==> config.mk <==
export PLATFORM = sky130hd
export DESIGN_NAME = decimal_string_formatter
export DESIGN_NICKNAME = d
export VERILOG_FILES = /design/src/dsf_pkg.sv /design/src/dsf_dabble.sv /design/src/decimal_string_formatter.sv
export VERILOG_INCLUDE_DIRS = /design/src /design/src/src
export SDC_FILE = /design/constraint.sdc
export NUM_CORES = 1
export LEC_CHECK = 0
export ABC_AREA = 1
export BUFFER_PORTS_ARGS = -buffer_cell sky130_fd_sc_hd__buf_2
export CORE_MARGIN = 2
export CORE_UTILIZATION = 65
export DETAILED_ROUTE_END_ITERATION = 10
export GPL_ROUTABILITY_DRIVEN = 0
export PLACE_DENSITY = 0.94
export SLEW_MARGIN = 20
export SYNTH_ARGS = -nofsm -noshare
export SYNTH_HDL_FRONTEND = slang
export SYNTH_HIERARCHICAL = 1
export SYNTH_SLANG_ARGS = --single-unit
==> constraint.sdc <==
create_clock -name clk -period 4 [get_ports clk]
set_clock_uncertainty 0.1 [all_clocks]
set_input_delay 0.4 -clock clk [delete_from_list [all_inputs] [get_ports clk]]
set_output_delay 0.4 -clock clk [all_outputs]
set_load 0.03 [all_outputs]
==> src/decimal_string_formatter_macros.svh <==
// assertion macros used by the decimal formatter rtl
`ifndef DECIMAL_STRING_FORMATTER_MACROS_SVH
`define DECIMAL_STRING_FORMATTER_MACROS_SVH

// condition implies consequence in the same cycle
`define DSF_ASSERT_NOW(label, cond, cons, msg) \
  label: assert property (@(posedge clk) disable iff (!rst_n) (cond) |-> (cons)) \
    else $error(msg);

// condition implies consequence in the next cycle
`define DSF_ASSERT_NEXT(label, cond, cons, msg) \
  label: assert property (@(posedge clk) disable iff (!rst_n) (cond) |=> (cons)) \
    else $error(msg);

`endif

==> src/dsf_pkg.sv <==
// package of constants and types for the decimal formatter
`default_nettype none
package dsf_pkg;

  localparam int MAX_DIGITS = 10;
  localparam int VALUE_BITS = 32;
  localparam int BCD_W      = 4 * MAX_DIGITS;
  localparam int BIT_CNT_W  = (VALUE_BITS > 1) ? $clog2(VALUE_BITS) : 1;
  localparam int DCNT_W     = $clog2(MAX_DIGITS + 1);

  localparam logic [5:0] CHAR_ZERO = 6'd48;
  localparam logic [5:0] CHAR_NINE = 6'd57;

  typedef enum logic [1:0] {
    ST_IDLE,
    ST_CONV,
    ST_SKIP,
    ST_EMIT
  } dsf_state_t;

  typedef struct packed {
    logic load;
    logic digit_shift;
  } dsf_cmd_t;

  typedef struct packed {
    logic       conv_done;
    logic [3:0] top_digit;
  } dsf_sts_t;

endpackage
`default_nettype wire

==> src/dsf_dabble.sv <==
// bit-serial shift-and-add-3 binary to bcd converter with digit shift-out
`default_nettype none
module dsf_dabble
  import dsf_pkg::*;
(
  input  wire logic                  clk,
  input  wire logic                  rst_n,
  input  wire dsf_cmd_t              cmd,
  input  wire logic [VALUE_BITS-1:0] value,
  output dsf_sts_t                   sts
);

  logic [VALUE_BITS-1:0] value_r, value_nxt;
  logic [BCD_W-1:0]      bcd_r, bcd_nxt;
  logic [BCD_W-1:0]      bcd_adj;
  logic [BIT_CNT_W-1:0]  cnt_r, cnt_nxt;
  logic                  busy_r, busy_nxt;
  logic                  done_r, done_nxt;

  // add 3 to every digit of five or more before the shift
  always_comb begin
    for (int i = 0; i < MAX_DIGITS; i++) begin
      if (bcd_r[4*i +: 4] >= 4'd5) begin
        bcd_adj[4*i +: 4] = bcd_r[4*i +: 4] + 4'd3;
      end else begin
        bcd_adj[4*i +: 4] = bcd_r[4*i +: 4];
      end
    end
  end

  always_comb begin
    value_nxt = value_r;
    bcd_nxt   = bcd_r;
    cnt_nxt   = cnt_r;
    busy_nxt  = busy_r;
    done_nxt  = 1'b0;
    if (cmd.load) begin
      value_nxt = value;
      bcd_nxt   = '0;
      cnt_nxt   = '0;
      busy_nxt  = 1'b1;
    end else if (busy_r) begin
      bcd_nxt   = {bcd_adj[BCD_W-2:0], value_r[VALUE_BITS-1]};
      value_nxt = value_r << 1;
      cnt_nxt   = cnt_r + 1'b1;
      if (cnt_r == BIT_CNT_W'(VALUE_BITS - 1)) begin
        busy_nxt = 1'b0;
        done_nxt = 1'b1;
      end
    end else if (cmd.digit_shift) begin
      bcd_nxt = bcd_r << 4;
    end
  end

  always_ff @(posedge clk) begin
    value_r <= value_nxt;
    bcd_r   <= bcd_nxt;
    if (!rst_n) begin
      cnt_r  <= '0;
      busy_r <= 1'b0;
      done_r <= 1'b0;
    end else begin
      cnt_r  <= cnt_nxt;
      busy_r <= busy_nxt;
      done_r <= done_nxt;
    end
  end

  assign sts.conv_done = done_r;
  assign sts.top_digit = bcd_r[BCD_W-1 -: 4];

endmodule
`default_nettype wire

==> src/decimal_string_formatter.sv <==
// after acceptance a value is converted serially, its leading zeros are skipped, then its digits are emitted
// a new value is accepted only in idle, once every digit of the previous value has been emitted
// digits leave one per cycle through the output register while out_ready holds; a new value is
// taken while the final digit still waits there
// reset: synchronous active-low rst_n clears the sequencer, counters and output valid
// top level of the decimal formatter: sequencer and output register
`default_nettype none
`include "decimal_string_formatter_macros.svh"
module decimal_string_formatter
  import dsf_pkg::*;
(
  input  wire logic                  clk,
  input  wire logic                  rst_n,
  input  wire logic                  in_valid,
  output logic                       in_ready,
  input  wire logic [VALUE_BITS-1:0] in_value,
  output logic                       out_valid,
  input  wire logic                  out_ready,
  output logic [5:0]                 out_digit_char,
  output logic                       out_last
);

  dsf_state_t        state_r, state_nxt;
  logic [DCNT_W-1:0] rem_r, rem_nxt;
  logic              out_valid_r, out_valid_nxt;
  logic [5:0]        out_digit_char_r;
  logic              out_last_r;
  logic              emit;
  dsf_cmd_t          cmd;
  dsf_sts_t          sts;

  dsf_dabble u_dabble (
    .clk   (clk),
    .rst_n (rst_n),
    .cmd   (cmd),
    .value (in_value),
    .sts   (sts)
  );

  // next state
  always_comb begin
    state_nxt = state_r;
    case (state_r)
      ST_IDLE: begin
        if (in_valid) state_nxt = ST_CONV;
      end
      ST_CONV: begin
        if (sts.conv_done) state_nxt = ST_SKIP;
      end
      ST_SKIP: begin
        if (sts.top_digit != 4'd0 || rem_r == DCNT_W'(1)) state_nxt = ST_EMIT;
      end
      ST_EMIT: begin
        if ((!out_valid_r || out_ready) && rem_r == DCNT_W'(1)) state_nxt = ST_IDLE;
      end
      default: state_nxt = ST_IDLE;
    endcase
  end

  // outputs of the sequencer
  always_comb begin
    in_ready        = 1'b0;
    cmd.load        = 1'b0;
    cmd.digit_shift = 1'b0;
    emit            = 1'b0;
    rem_nxt         = rem_r;
    case (state_r)
      ST_IDLE: begin
        in_ready = 1'b1;
        cmd.load = in_valid;
        rem_nxt  = DCNT_W'(MAX_DIGITS);
      end
      ST_CONV: begin
      end
      ST_SKIP: begin
        // drop leading zeros but always keep the units digit
        if (sts.top_digit == 4'd0 && rem_r != DCNT_W'(1)) begin
          cmd.digit_shift = 1'b1;
          rem_nxt         = rem_r - 1'b1;
        end
      end
      ST_EMIT: begin
        if (!out_valid_r || out_ready) begin
          emit            = 1'b1;
          cmd.digit_shift = 1'b1;
          rem_nxt         = rem_r - 1'b1;
        end
      end
      default: begin
      end
    endcase
  end

  always_comb begin
    out_valid_nxt = out_valid_r;
    if (emit) begin
      out_valid_nxt = 1'b1;
    end else if (out_ready) begin
      out_valid_nxt = 1'b0;
    end
  end

  always_ff @(posedge clk) begin
    if (emit) begin
      out_digit_char_r <= CHAR_ZERO + {2'b00, sts.top_digit};
      out_last_r       <= (rem_r == DCNT_W'(1));
    end
    if (!rst_n) begin
      state_r     <= ST_IDLE;
      rem_r       <= '0;
      out_valid_r <= 1'b0;
    end else begin
      state_r     <= state_nxt;
      rem_r       <= rem_nxt;
      out_valid_r <= out_valid_nxt;
    end
  end

  assign out_valid      = out_valid_r;
  assign out_digit_char = out_digit_char_r;
  assign out_last       = out_last_r;

  `DSF_ASSERT_NEXT(a_accept_starts_conv, in_valid && in_ready, state_r == ST_CONV, "request not converted")
  `DSF_ASSERT_NOW(a_mid_run_in_emit, out_valid_r && !out_last_r, state_r == ST_EMIT, "digit run cut short")
  `DSF_ASSERT_NOW(a_emit_has_digits, state_r == ST_EMIT, rem_r != '0, "emit with no digits left")
  `DSF_ASSERT_NOW(a_char_range, out_valid_r, out_digit_char_r >= CHAR_ZERO && out_digit_char_r <= CHAR_NINE, "digit out of range")

endmodule
`default_nettype wire
==> results of run 1 <==
==> where the power goes <==
| part | internal [uW] | switching (uW) |
|---|---|---|
| combinational | 698 | 1370 |
| sequential | 1440 | 261 |
| clock | 297 | 349 |
==> cells by family after synthesis <==
kind of cell	count (synthesis)	synth area share, %
adder cells (fa/ha/maj)	30	7.30
other	1	0.0730
AO/OA/AOI/OAI	123	12.1
flip-flops	91	42.6
buffers and inverters	129	10.7
XOR/XNOR	9	1.53
AND/OR/NAND/NOR	312	25.6
==> synthesized netlist by cell type <==
cell,instances
xor2_1,9
buf_6,1
nor2_2,2
buf_2,15
nand3_2,1
o21ai_0,64
nand2_4,1
nand4_2,1
buf_1,1
nand2_2,3
nor2_1,24
nand3_1,49
inv_1,93
a31oi_1,1
edfxtp_1,37
buf_4,11
a21oi_1,53
o211ai_1,2
o21ai_1,3
inv_2,3
nand4_1,10
ha_1,30
nand2_1,202
clkbuf_1,5
nor3_1,19
conb_1,1
dfxtp_1,54
==> final cells by class <==
type	count	area [sq um]	share of cell area, %
repair buffers	48	255	4.61
multi-input cells	476	2400	43.3
clock buffers	10	128	2.31
well taps	102	128	2.31
flip-flops and latches	91	2190	39.6
inverters	96	360	6.51
clock inverters	6	73.8	1.33
==> per-stage QoR <==
| step | hold slack (ns) | cells | total power (uW) | setup slack [ns] |
|---|---|---|---|---|
| 6_report | 0.192 | 829 | 4410 | 1.32 |
| 5_1_grt | 0.187 | 829 | 4820 | 1.09 |
| 4_1_cts | 0.185 | 829 | 4390 | 1.36 |
| 3_5_place_dp | 0.369 | 813 | 3730 | 1.38 |
| 3_3_place_gp | 0.355 | 813 | 3580 | 1.50 |
| 2_1_floorplan | 0.344 | 696 | 3320 | 1.54 |
==> worst register-to-register path, stage by stage, from the launching register on <==
cell and delay, ns:
dfxtp_1 0.42, inv_1 0.10, ha_1 0.29, nand4_2 0.15, o21ai_1 0.12, inv_1 0.07
buf_4 0.26, nand2_2 0.43, inv_2 0.39, a21oi_1 0.12, nand2_1 0.09, inv_1 0.04
==> registers in the layout, indices dropped and copies added (netlist names), 2 cells and up <==
register,flops
u_dabble/bcd_r,40
u_dabble/value_r,32
state_r,2
u_dabble/cnt_r,5
rem_r,4
out_digit_char,4
==> final timing paths <==
kind | start | to | cells past startpoint
setup reg to reg | state_r[0] | u_dabble/bcd_r[26] | 11
setup / recovery | state_r[0] | u_dabble/bcd_r[26] | 11
hold / removal | in_value[11] | u_dabble/value_r[11] | 3
hold reg to reg | u_dabble/cnt_r[4] | u_dabble/cnt_r[4] | 2
==> layer usage <==
| metal | vias to the layer above | GRT usage (%) | routed length [um] |
|---|---|---|---|
| met5 | - | 0 | 0 |
| met4 | 0 | 10.2 | 142 |
| met3 | 15 | 5.61 | 527 |
| met2 | 134 | 44.6 | 5350 |
| met1 | 2085 | 31.3 | 4570 |
| li1 | 2295 | - | - |
==> run metrics, run 1 <==
max cap viols=0; status=complete, no violations; Achievable Freq=374 MHz; HPWL after DPL=slightly above 7000 um; Worst Max-Slew Pin Slew=just over 0.7 ns; post_cts resized=0; unrepaired setup endpoints after global routing=no; post-route design area=approximately 5500 sq um; PD cells=between 700 and 800 nW/um^2; fin crit period=around 2.7 ns; vias in the first global route=4348; Startpoint Class=flip-flop; Reg clk slew, reported paths=about 0.10 ns; iteration count of the initial detailed-routing pass=5; 1st-iter DRT viols=approximately 300; worst-case vdd ir drop=roughly 0.54 mV; R2R setup slack=between 1 and 1.5 ns; Antenna Nets Post-Route=0; final-stage net count=788; drt wl/cell=12.8 um; global-route wire length before repair=around 18000 um; setup_tns=0 ns; CTS hold repair buffers=0; Setup Crit Path Kind=flip-flop to flip-flop; most used cell, CP=inv_1; Avg Cell Area, Syn=roughly 7.4 sq um; CTS Root Cell=clkbuf_8; post-synth cell types=27; largest net degree at the start of global routing=49; Die Height=slightly above 90 um; chip width=between 90 and 100 um; CP required=4.17 ns; I/O Pins=45; Core Box Area=approximately 7700 sq um; #FFs+latches synth=91; Cell Area, Placed=5340 sq um; CTS Buf Count=9; crit-path max cell delay=between 0.4 and 0.5 ns; Syn Inst Count=~700; FILL cells=584; LEAKAGE=0.00259 uW; # rows=32; final worst-path cycle share=around two thirds; Synth area leader=edfxtp_1; Cell Area, Synth=slightly above 5000 sq um; Buf+Inv Stages, Crit Path=5; leading post-synthesis cells by cell area=edfxtp_1 (22%), dfxtp_1 (21%), nand2_1 (15%); share of the synthesized area in the top cell type=~22%; Arr. time, crit path=2.84 ns; initial antenna violation count=0; CTS tree=built; most frequent cells in the layout=nand2_1 (202), inv_1 (93), o21ai_0 (64); max-slew violations=0; Relative slew margins=between 50% and 60%; Clock Latency Late Sink=approximately 0.37 ns; vias per inst=roughly 5.5; CP Max Fanout=36; CTS max path bufs=2; Worst setup EP type=flip-flop; yosys warns=6; commonest non-fill, non-tap cell in the layout=nand2_1; Final setup viols=0; Clock Sinks=91; H-tree depth=3; Starting Density=66.9%; DRC violations left=0; Total GRT Usage=25.8%; slowest CP cell=dfxtp_1; fin util=72.0%; post-CTS setup buffer count=0; grt ovf=0; Port-buffer cells=between 40 and 50; Via Count=approximately 4.5k; layout cells sized above 1=between 10% and 20%; wirelength, routed=roughly 11000 um; Synth-to-Final Area Change=7.72%; CP cell instances=inv_1 -> ha_1 -> nand4_2 -> o21ai_1 -> inv_1 -> buf_4 -> nand2_2 -> inv_2 -> a21oi_1 -> nand2_1 -> inv_1; Die Area=around 8600 sq um; CP delay by family, top=buffers and inverters; count of final hold-check violations=0; diodes inserted=0; worst hold path type=input port to flip-flop; sequential share of the synthesized area=42.6%
Power figures use the tool's default switching activity.
==> run 2: changes to the inputs <==
Settings changed: CORE_UTILIZATION 65 to 54, PLACE_DENSITY 0.94 to 0.84.
Clock period 4 ns to 2.2 ns, I/O delays scaled along.
==> run 2 against run 1 <==
  * Die area up 19%
  * Fmax up 36%
  * Largest cell class unchanged
  * Sequential power up 82%
  * Hold slack worse by 0.18 ns
  * Global-route usage down 4.1 points
  * Worst setup slack worse by 1.1 ns
  * Design area up 2.3%
  * Sequential share of layout area down 0.88 points
  * Critical path type unchanged
  * Register-to-register slack worse by 1.1 ns
  * Via count up 0.73%
==> run metrics, run 2 (same netlist as run 1, synthesis figures left out) <==
Clock Latency Late Sink=0.37 ns; Clock Sinks=91; final-stage net count=a little under 800; initial antenna violation count=0; DRC violations left=0; grt ovf=0; Worst setup EP type=flip-flop; count of final hold-check violations=0; # rows=35; WL met1=4750 um; worst hold stages=3; Buf+Inv Stages, Crit Path=3; largest net degree at the start of global routing=37; CP delay by family, top=buffers and inverters; global-route wire length before repair=roughly 18000 um; post-CTS setup buffer count=0; worst-case vdd ir drop=around 0.68 mV; Final setup viols=0; CP Max Fanout=17; Cell Area, Placed=around 5400 sq um; chip width=~100 um; Reg clk slew, reported paths=around 0.11 ns; vias in the first global route=between 4k and 5k; H-tree depth=3; Via Count=approximately 4.6k; status=complete, no violations; iteration count of the initial detailed-routing pass=5; CP required=approximately 2.4 ns; Die Area=10300 sq um; dpl ws=~0.16 ns; most frequent cells in the layout=nand2_1 (202), inv_1 (92), o21ai_0 (64); most used cell, CP=inv_1; CTS Buf Count=9; commonest non-fill, non-tap cell in the layout=nand2_1; max reg flops=40; HPWL after DPL=around 7400 um; Startpoint Class=flip-flop; Starting Density=between 50% and 60%; met2 wire length=approximately 5700 um; PD cells=approximately 1400 nW/um^2; fin util=around three fifths; Achievable Freq=~510 MHz; LEAKAGE=between 0.002 and 0.003 uW; final worst-path cycle share=between 80% and 90%; vias per inst=between 5 and 6; 1st-iter DRT viols=296; fin crit period=between 1.5 and 2 ns; Setup Crit Path Kind=flip-flop to flip-flop; Synth-to-Final Area Change=10.2%; CTS max path bufs=2; unrepaired setup endpoints after global routing=no; post-route design area=around 5700 sq um; I/O Pins=45; Core Box Area=around 9200 sq um; critical path depth=9; crit-path max cell delay=0.37 ns; layout cells sized above 1=between 10% and 20%; cell count of the worst reg-to-reg path=9; biggest regs=u_dabble/bcd_r (40), u_dabble/value_r (32), u_dabble/cnt_r (5); drt wl/cell=12.7 um; max-slew violations=0; Antenna Nets Post-Route=0; fin cells=between 800 and 900; Total GRT Usage=21.7%; worst setup margin=about 0.23 ns; diodes inserted=0; wirelength, routed=between 10000 and 15000 um; Inst Count DP=846; Arr. time, crit path=2.16 ns; slowest CP cell=dfxtp_1; max cap viols=0; worst hold path type=input port to flip-flop; FILL cells=810; setup_tns=0 ns; CTS Root Cell=clkbuf_8; Largest Register=u_dabble/bcd_r; CP cell instances=inv_1 -> ha_2 -> nand4_2 -> o21ai_2 -> inv_1 -> nand2_2 -> buf_4 -> o21ai_0 -> nor3_1; highest routed layer=met4; Die Height=102 um; CTS tree=built; Port-buffer cells=between 40 and 50; met3 WL=around 420 um
## run 2: where the power goes
| group | switching, uW | internal, uW | leakage, uW |
|---|---|---|---|
| logic | 2520 | 1340 | 0.00172 |
| registers | 473 | 2620 | 0.000809 |
| clock network | 670 | 560 | 0.000110 |
| total | 3660 | 4520 | 0.00263 |
## run 2: worst paths after layout
kind	endpoint	from	slack, ns
setup / recovery	u_dabble/bcd_r[15]	state_r[0]	0.23
hold / removal	u_dabble/value_r[12]	in_value[12]	0.01
setup reg to reg	u_dabble/bcd_r[15]	state_r[0]	0.23
hold reg to reg	rem_r[1]	rem_r[1]	0.40
## run 2: per-stage QoR
stage / hold WS [ns] / total power, uW
after global placement: 0.355 / 6640
after detailed placement: 0.381 / 6890
after CTS: 0.00325 / 8140
after global routing: 0.00431 / 8910
after floorplan: 0.241 / 6050
final: 0.0132 / 8180
## run 2: timing repair
item,4_1_cts,5_1_grt
setup endpoints to repair,0,7
endpoints found under the hold margin,2,0
gates resized for setup,0,2
hold buffers,2,0
## run 2: cell type report
class / instances / area, sq um / share of cell area, %
multi-input cells: 476 / 2410 / 42.6
clock inverters: 7 / 90.1 / 1.59
well taps: 129 / 161 / 2.85
clock buffers: 9 / 124 / 2.19
inverters: 96 / 364 / 6.43
flip-flops and latches: 91 / 2190 / 38.7
repair buffers: 56 / 320 / 5.66
## run 2: per-layer routing
layer | up-vias | track usage, %
met3 | 15 | 2.69
met1 | 2106 | 25.6
met2 | 129 | 39.6
met4 | 0 | 8.94
met5 | - | 0
li1 | 2312 | -
## run 2: worst min-delay path: cells and delay by family
kind / cells / cell delay (ns)
buffers and inverters: 1 / 0.07
and+or+nand+nor: 2 / 0.09
==> run 3: changes to the inputs <==
==> constraint.sdc (replaced) <==
create_clock -name clk -period 1.78 [get_ports clk]
set_clock_uncertainty 0.1 [all_clocks]
set_input_delay 0.178 -clock clk [delete_from_list [all_inputs] [get_ports clk]]
set_output_delay 0.178 -clock clk [all_outputs]
set_load 0.01 [all_outputs]
==> run 3 against run 2 <==
  * Combinational power up 39%
  * Routed wire length up 12%
  * Fmax grew 17%
  * Hold slack improved by 0.021 ns
  * Flip-flop and latch count unchanged
  * Critical path depth fell by 1
  * Via count grew 6.0%
  * Cell count increased by 4.2%
  * Register-to-register slack lost 0.13 ns
  * Die area stayed put
  * Critical path type unchanged
==> run metrics, run 3 (same netlist as run 1, synthesis figures left out) <==
status=complete, no violations; final worst-path cycle share=94.2%; vias in the first global route=between 4k and 5k; CTS tree=built; iteration count of the initial detailed-routing pass=5; Achievable Freq=just under 600 MHz; Synth-to-Final Area Change=20.2%; CTS Root Cell=clkbuf_8; Worst setup EP type=flip-flop; I/O Pins=45; Core Box Area=between 9000 and 10000 sq um; Via Count=4834; commonest non-fill, non-tap cell in the layout=nand2_1; Die Height=a little over 100 um; Total GRT Usage=23.4%; # rows=35; initial antenna violation count=0; worst flop-to-flop path endpoint=u_dabble/bcd_r[7]; worst hold path type=input port to flip-flop; CP Max Fanout=26; CTS max path bufs=2; diodes inserted=0; drt wl/cell=13.6 um; H-tree depth=3; Clock Latency Late Sink=about 0.36 ns; wirelength, routed=12300 um; max reg flops=40; layout cells sized above 1=about an eighth; Final setup viols=0; worst hold stages=3; chip width=approximately 100 um; Port-buffer cells=42; Tot Pwr=between 10000 and 15000 uW; FILL cells=between 600 and 700; grt ovf=0; max cap viols=0; vias per inst=approximately 5.4; count of final hold-check violations=0; R2R Path Start=state_r[0]; R2R setup slack=0.10 ns; biggest regs=u_dabble/bcd_r (40), u_dabble/value_r (32), u_dabble/cnt_r (5); Setup Crit Path Kind=flip-flop to flip-flop; Reg clk slew, reported paths=0.09 ns; CP required=1.93 ns; Worst Hold Endpoint=u_dabble/value_r[6]; most frequent cells in the layout=nand2_1 (201), inv_1 (88), o21ai_0 (57); DRC violations left=0; worst-case vdd ir drop=around 1.0 mV; cell count of the worst reg-to-reg path=8; Largest Register=u_dabble/bcd_r; Startpoint Class=flip-flop; 1st-iter DRT viols=slightly below 500; global-route wire length before repair=approximately 20000 um; PD cells=approximately 1700 nW/um^2; Antenna Nets Post-Route=0; max-slew violations=0; LEAKAGE=about 0.0028 uW; Hold Crit Start=in_value[6]; Starting Density=between 50% and 60%; Die Area=between 10000 and 15000 sq um; Arr. time, crit path=~1.8 ns; final-stage net count=between 800 and 900; Clock Sinks=91; fin crit period=approximately 1.7 ns; largest net degree at the start of global routing=48; WHS=roughly 0.034 ns; CTS Buf Count=9; HPWL after DPL=around 7300 um; unrepaired setup endpoints after global routing=no
## run 3: cell types whose count changed in the layout (fill, tap and decap cells not counted), moves of 3 or more
cell	change
dlygate4sd3_1	+30
o21ai_0	-7
o21ai_1	+7
buf_12	+5
inv_1	-4
buf_4	-3
dfxtp_1	-3
inv_8	-3
## run 3: worst max-delay path, stage by stage, from the launching register on
cell     delay (ns)
dfxtp_4        0.38
inv_4          0.08
ha_2           0.19
nand4_2        0.12
o21ai_2        0.11
inv_2          0.10
buf_8          0.17
o21ai_1        0.19
a21oi_1        0.11
## run 3: timing repair
| item | in CTS | in global routing |
|---|---|---|
| pin swaps | 0 | 9 |
| setup endpoints to repair | 17 | 41 |
| buffers inserted | 0 | 1 |
| gates cloned | 0 | 2 |
| hold endpoints to repair | 35 | 0 |
| hold buffers | 32 | 0 |
| gates resized for setup | 4 | 21 |
## run 3: final cells by class
cell class,count,area (sq um),share of cell area [%]
timing repair buffer,92,774,12.5
clock buffer,11,131,2.13
clock inverter,5,85.1,1.38
inverter,96,369,5.97
tap,129,161,2.61
multi-input combinational,476,2460,39.8
sequential,91,2200,35.6
## run 3: routing by layer
metal / vias to the layer above / share of wire, % / global-route usage, %
li1: 2382 / - / -
met1: 2246 / 40 / 27.7
met2: 177 / 53 / 42.3
met3: 29 / 4.7 / 4.42
met4: 0 / 2.1 / 8.32
met5: - / 0 / 0
## run 3: where the power goes
part           total, uW  internal (uW)  leakage (uW)  switching [uW]
logic               5350           2060       0.00192            3290
clock network       1550            803      0.000105             745
registers           3850           3250      0.000810             603
total              10800           6110       0.00283            4640
## run 3: worst max path at each step
stage | to | start | slack [ns]
floorplan | u_dabble/value_r[0] | state_r[1] | -0.1
global placement | u_dabble/bcd_r[11] | rem_r[1] | 0.07
detailed placement | u_dabble/bcd_r[27] | rem_r[1] | -0.04
CTS | u_dabble/bcd_r[27] | rem_r[1] | 0.009
global route | u_dabble/bcd_r[15] | state_r[0] | 0.01
finish | u_dabble/bcd_r[7] | state_r[0] | 0.10
## run 3: per-stage QoR
stage / utilization, % / TNS (ns) / area (sq um) / worst slack (ns) / instances
global route: 66.9 / 0 / 6180 / 0.0127 / 900
floorplan: - / -3.11 / 5180 / -0.0970 / 696
detailed placement: 59.8 / -0.0917 / 5530 / -0.0374 / 849
finish: 66.9 / 0 / 6180 / 0.103 / 900
CTS: 65.8 / 0 / 6080 / 0.00922 / 897
global placement: 59.8 / 0 / 5530 / 0.0742 / 849
